File: src/rfrh_pkg.sv
// Shared types and codes for the Raft follower request handler.
package rfrh_pkg;

	localparam logic CMD_VOTE   = 1'b0;
	localparam logic CMD_APPEND = 1'b1;

	typedef struct packed {
		logic        cmd;
		logic [31:0] msg_term;
		logic [7:0]  src_node;
		logic [10:0] cand_last_index;
		logic [31:0] cand_last_term;
		logic [10:0] prev_index;
		logic [31:0] prev_term;
		logic        has_entry;
		logic [31:0] entry_term;
		logic [10:0] leader_commit;
	} req_t;

	typedef struct packed {
		logic        reply_kind;
		logic [31:0] reply_term;
		logic        ok;
		logic [10:0] next_index;
		logic        log_full;
		logic        leader_valid;
		logic [7:0]  leader_node;
		logic [10:0] commit_index;
	} rsp_t;

	// Follower state apart from the log length.
	typedef struct packed {
		logic [31:0] term;
		logic        vote_cast;
		logic [7:0]  voted_for;
		logic        leader_valid;
		logic [7:0]  leader_id;
		logic [10:0] commit;
		logic [31:0] last_term;
	} node_t;

endpackage

File: src/rfrh_core.sv
// Follower state registers and the per-request decision logic.
module rfrh_core #(
	parameter int LOG_DEPTH = 1024
) (
	input  logic                         clk,
	input  logic                         arst_n,
	input  logic                         commit,
	input  rfrh_pkg::req_t               req,
	input  logic [31:0]                  prev_rd,
	input  logic [31:0]                  entry_rd,
	output logic                         wr_en,
	output logic [$clog2(LOG_DEPTH)-1:0] wr_addr,
	output logic [31:0]                  wr_data,
	output rfrh_pkg::rsp_t               rsp
);
	import rfrh_pkg::*;

	localparam int AW   = $clog2(LOG_DEPTH);
	localparam int LENW = $clog2(LOG_DEPTH + 1);
	localparam int IW   = (LENW > 12) ? LENW : 12;
	localparam logic [IW-1:0] DEPTH_I = IW'(LOG_DEPTH);

	node_t            node_q, nxt;
	logic [LENW-1:0]  len_q, new_len;
	logic             fwd_v_q;
	logic [AW-1:0]    fwd_addr_q;
	logic [31:0]      fwd_data_q;

	logic [IW-1:0]    pidx_w, idx_w, len_w, lc_w, nlen_w, cmin;
	logic [IW-1:0]    prev_w;
	logic [31:0]      prev_t, entry_t, mine;
	logic             term_gt, term_ge, up_to_date, match, stored, wr_req;
	logic             ok, full;
	logic [10:0]      next_idx;

	assign pidx_w    = IW'(req.prev_index);
	assign idx_w     = pidx_w + IW'(1);
	assign len_w     = IW'(len_q);
	assign lc_w      = IW'(req.leader_commit);

	// Read data forwarding: the previous request's write lands on the same
	// edge that this request's read was taken.
	assign prev_w  = pidx_w - IW'(1);
	assign prev_t  = (fwd_v_q && fwd_addr_q == prev_w[AW-1:0]) ? fwd_data_q : prev_rd;
	assign entry_t = (fwd_v_q && fwd_addr_q == pidx_w[AW-1:0]) ? fwd_data_q : entry_rd;

	assign term_gt = req.msg_term > node_q.term;
	assign term_ge = req.msg_term >= node_q.term;

	// Own last term is tracked in a register, so votes need no log read.
	assign mine = (len_q == '0) ? 32'd0 : node_q.last_term;
	assign up_to_date = (req.cand_last_term != mine) ? (req.cand_last_term > mine)
	                  : (IW'(req.cand_last_index) >= len_w);

	assign match = (pidx_w == '0) ||
	               (pidx_w <= len_w && pidx_w <= DEPTH_I && prev_t == req.prev_term);

	assign nlen_w = IW'(new_len);

	always_comb begin
		nxt      = node_q;
		new_len  = len_q;
		wr_req   = 1'b0;
		stored   = 1'b1;
		ok       = 1'b0;
		full     = 1'b0;
		next_idx = 11'd0;
		cmin     = '0;
		if (term_gt) begin
			nxt.term      = req.msg_term;
			nxt.vote_cast = 1'b0;
			nxt.voted_for = '0;
		end
		if (req.cmd == CMD_VOTE) begin
			if (term_gt) begin
				nxt.leader_valid = 1'b0;
				nxt.leader_id    = '0;
			end
			if (term_ge && (!nxt.vote_cast || nxt.voted_for == req.src_node) &&
			    up_to_date) begin
				ok            = 1'b1;
				nxt.vote_cast = 1'b1;
				nxt.voted_for = req.src_node;
			end
		end else begin
			next_idx = idx_w[10:0];
			if (term_ge) begin
				nxt.leader_valid = 1'b1;
				nxt.leader_id    = req.src_node;
				if (match) begin
					if (req.has_entry) begin
						if (idx_w <= len_w) begin
							// existing entry: rewrite and truncate only on conflict
							if (entry_t != req.entry_term) begin
								wr_req  = 1'b1;
								new_len = idx_w[LENW-1:0];
							end
						end else if (idx_w <= DEPTH_I) begin
							wr_req  = 1'b1;
							new_len = idx_w[LENW-1:0];
						end else begin
							stored = 1'b0;
							full   = 1'b1;
						end
					end
					if (wr_req) begin
						nxt.last_term = req.entry_term;
					end
					if (stored) begin
						cmin = (lc_w < nlen_w) ? lc_w : nlen_w;
						if (lc_w > IW'(node_q.commit) && cmin > IW'(node_q.commit)) begin
							nxt.commit = cmin[10:0];
						end
						ok       = 1'b1;
						next_idx = 11'(nlen_w + IW'(1));
					end
				end
			end
		end
	end

	assign wr_en   = commit && wr_req;
	assign wr_addr = pidx_w[AW-1:0];
	assign wr_data = req.entry_term;

	always_comb begin
		rsp.reply_kind   = req.cmd;
		rsp.reply_term   = nxt.term;
		rsp.ok           = ok;
		rsp.next_index   = next_idx;
		rsp.log_full     = full;
		rsp.leader_valid = nxt.leader_valid;
		rsp.leader_node  = nxt.leader_id;
		rsp.commit_index = nxt.commit;
	end

	always_ff @(posedge clk or negedge arst_n) begin
		if (!arst_n) begin
			node_q  <= '0;
			len_q   <= '0;
			fwd_v_q <= 1'b0;
		end else if (commit) begin
			node_q <= nxt;
			len_q  <= new_len;
			if (wr_req) begin
				fwd_v_q <= 1'b1;
			end
		end
	end

	always_ff @(posedge clk) begin
		if (wr_en) begin
			fwd_addr_q <= wr_addr;
			fwd_data_q <= wr_data;
		end
	end

endmodule

File: config.mk
export PLATFORM = sky130hd
export DESIGN_NAME = rfrh_core
export DESIGN_NICKNAME = d
export VERILOG_FILES = /design/src/rfrh_pkg.sv /design/src/rfrh_core.sv
export SDC_FILE = /design/constraint.sdc
export NUM_CORES = 1
export LEC_CHECK = 0
export ABC_CLOCK_PERIOD_IN_PS = 11550
export BUFFER_PORTS_ARGS = -buffer_cell sky130_fd_sc_hd__buf_4
export CORE_UTILIZATION = 50
export DETAILED_ROUTE_END_ITERATION = 8
export PLACE_DENSITY = 0.86
export SETUP_SLACK_MARGIN = 0.1
export SKIP_LAST_GASP = 1
export SYNTH_ARGS = -nofsm -noshare
export SYNTH_HDL_FRONTEND = slang
export SYNTH_SLANG_ARGS = --single-unit
File: constraint.sdc
create_clock -name clk -period 11.55 [get_ports clk]
set_input_delay 2.31 -clock clk [delete_from_list [all_inputs] [get_ports clk]]
set_output_delay 2.31 -clock clk [all_outputs]
set_load 0.01 [all_outputs]
==> results_dict.tcl <==
set metrics [dict create \
    ys_seq_area_frac 0.2781 \
    maxSlewViolCount 0 \
    crit_path_start_kind "primary input" \
    p_sw_w 0.0009097 \
    die_w_um 169.2 \
    share_seq_of_total_power 0.284 \
    final-hold-violation-count 0 \
    fin_util 0.6628 \
    fin_ws_ns 0.02927 \
    vias 13956 \
    grt_setup_unrepaired "true" \
    switching_share 0.3871 \
    cts_buffers 17 \
    gp_congestion 1.017 \
    rows 60 \
    die_h_um 169.2 \
    cts_hold_buf 0 \
    end_kind "output pin" \
    viasPerCell 6.021 \
    grt_pass1_vias 13673 \
    io_pins 347 \
    fin_crit_sh 0.9975 \
    pre_cts_slack_ns -0.1562 \
    synth_top_family_by_area "simple AND/OR/NAND/NOR gates" \
    power_frac_comb 0.471 \
    area_delta_synth_final_pct 28.80 \
    crit_type "primary input to output pin" \
    cts.sinks 147 \
    clockBufferDepth 2 \
    worst-slew-pin-transition_ns 0.9387 \
    design.core.area_um2 27180 \
    layout_common_cells "buf_4 (452), nand2_1 (139), ha_1 (128)" \
    worstPathArrival_ns 9.21 \
    drc 0 \
    p_clk_frac 0.245 \
    tns_ns 0 \
    clock.fmax_mhz 86.80 \
    placed_cell_area_um2 16900 \
    io_buffers 346 \
    critPathMaxFanout 7 \
    synth-edff-count 42 \
    clk_pin_slew_ns 0.07 \
    setup_viol 0 \
    synthAdderAreaFrac 0.1190 \
    antenna_found_initial 1 \
    ir_drop_v 0.0001164 \
    synth_compound_area_frac 0.1788 \
    final_common_cell "buf_4" \
    initial_core_util 0.5145 \
    firstDrtPassIters 5 \
    syn_area_um2 13980 \
    final_layout_size_suffix_gt1_frac 0.3361 \
    synth_mux_area_frac 0.07615 \
    antennaDiodeCount 0 \
    p_per_area_nw_per_um2 130.5 \
    synth_xor_area_frac 0.06702 \
    avgSynthCellArea_um2 8.762 \
    required_ns 9.24 \
    cts_tree "yes" \
    first_iter_violations 1336 \
    slowest_delay_ns 0.43 \
    ys_ff_latch 147 \
    grt_start_max_net_pins 90 \
    grt_util_all_layers 0.3390 \
    design_area_um2 18010 \
    internal_power_w 0.001441 \
    wl_per_cell_um 21.43 \
    synth-simple-area-share 0.1815 \
    ys_async_sr_fraction 0.7143 \
    min_path_type "flip-flop to flip-flop" \
    period_needed_ns 11.52 \
    hpwlAfterDp_um 39210 \
    syn-num-nets 1967 \
    ys.flop_type "dfrtp_1" \
    whs_ns 0.4898 \
    status "complete, no violations" \
    critPathSlowestCell "or4_4" \
    wl_um 49690 \
    slew_headroom 0.3742 \
    finClkSkew_ns 0.02538 \
    root_buffer "clkbuf_16" \
    cts_htree_levels 4 \
    leakagePower_nw 8.218 \
    worstSkewPairLatency_ns 0.44 \
    ys_warn_count 0 \
    final_nets 2304 \
    synth_cell_type_count 91 \
    ant_nets 0 \
    grt_overflow 0 \
    die-area_um2 28640 \
    synthCells 1596 \
    grt_pass1_wl_um 74870 \
    drv_cap 0 \
]
[synthesized netlist by cell type, types with 24 or more instances]
cell / instances / area [um2]
xor2_1: 26 / 227.7
inv_1: 104 / 390.4
nand2_1: 141 / 529.3
xnor2_1: 81 / 709.4
clkbuf_1: 24 / 90.09
edfxtp_1: 42 / 1261
nand4_1: 58 / 362.9
a21o_1: 40 / 300.3
dfrtp_1: 105 / 2628
mux2i_1: 31 / 310.3
nor3_1: 39 / 195.2
o21ai_0: 82 / 410.4
buf_4: 101 / 758.2
a21oi_1: 64 / 320.3
nand2b_1: 36 / 225.2
mux2_2: 67 / 754.5
nor2_1: 85 / 319.1
ha_1: 133 / 1664
nand3_1: 49 / 245.2
[sequential cells by signal (all words and copies together) (netlist names)]
| register | cells |
|---|---|
| fwd_addr_q | 10 |
| fwd_v_q | 1 |
| fwd_data_q | 32 |
| node_q | 93 |
| len_q | 11 |
[power by group through the flow]
stage	registers, W	logic, W	clock network (W)
floorplan	0.000657	0.000723	0
global placement	0.000667	0.00102	0
detailed placement	0.000674	0.00105	0
CTS	0.000665	0.00107	0.000584
global route	0.000675	0.00120	0.000602
finish	0.000667	0.00111	0.000577
[per-layer routing]
metal / up-vias / global-route usage / part of all wire
li1: 6405 / - / -
met1: 6701 / 0.4443 / 0.41
met2: 758 / 0.5632 / 0.47
met3: 92 / 0.06063 / 0.093
met4: 0 / 0.1132 / 0.028
met5: - / 0 / 0
[cells by family (layout without fill, tap and decap cells)]
group           after synthesis  after routing
simple gates                497            497
fa+ha+maj                   133            133
flops                       147            147
compound gates              359            359
xor+xnor                    107            107
buf+inv                     255            605
mux                          98             98
[per-stage QoR]
step	instances	power [W]
after CTS	2301	0.002315
after floorplan	1596	0.001380
after global placement	2263	0.001690
after detailed placement	2263	0.001722
final	2318	0.002350
after global routing	2318	0.002474
[final timing paths]
check                                    from  cells past startpoint          to  slack (ns)
worst max-delay path                  req[80]                     42      rsp[9]        0.03
worst min-delay path                node_q[0]                      2   node_q[0]        0.49
worst max register to register  fwd_addr_q[2]                     33  node_q[40]        3.14
worst min register to register      node_q[0]                      2   node_q[0]        0.49
max in group asynchronous              arst_n                      2  node_q[33]        8.41
min in group asynchronous              arst_n                      1  node_q[13]        1.86
[worst max-delay path: cells and delay by family]
kind                       cells  cell delay (ns)
AOI/OAI and AO/OA             16             2.40
buffers and inverters          5             0.72
adders and majority gates      3             0.87
xor gates and xnor gates       1             0.13
and+or+nand+nor               17             2.73
[area by class of cell]
type,instances,area [um2]
clock inverters,15,163.9
inverters,108,407.9
clock buffers,17,425.4
multi-input cells,1194,9092
flip-flops and latches,147,3889
well taps,372,465.4
repair buffers,465,3567
fillers,2216,9165
[repair_timing]
action / in CTS / in global routing
resized for setup: 25 / 56
gates cloned: 0 / 1
buffers inserted: 6 / 16
setup endpoints to repair: 11 / 11
pin swaps: 12 / 43
(Power assumes the default switching activity.)
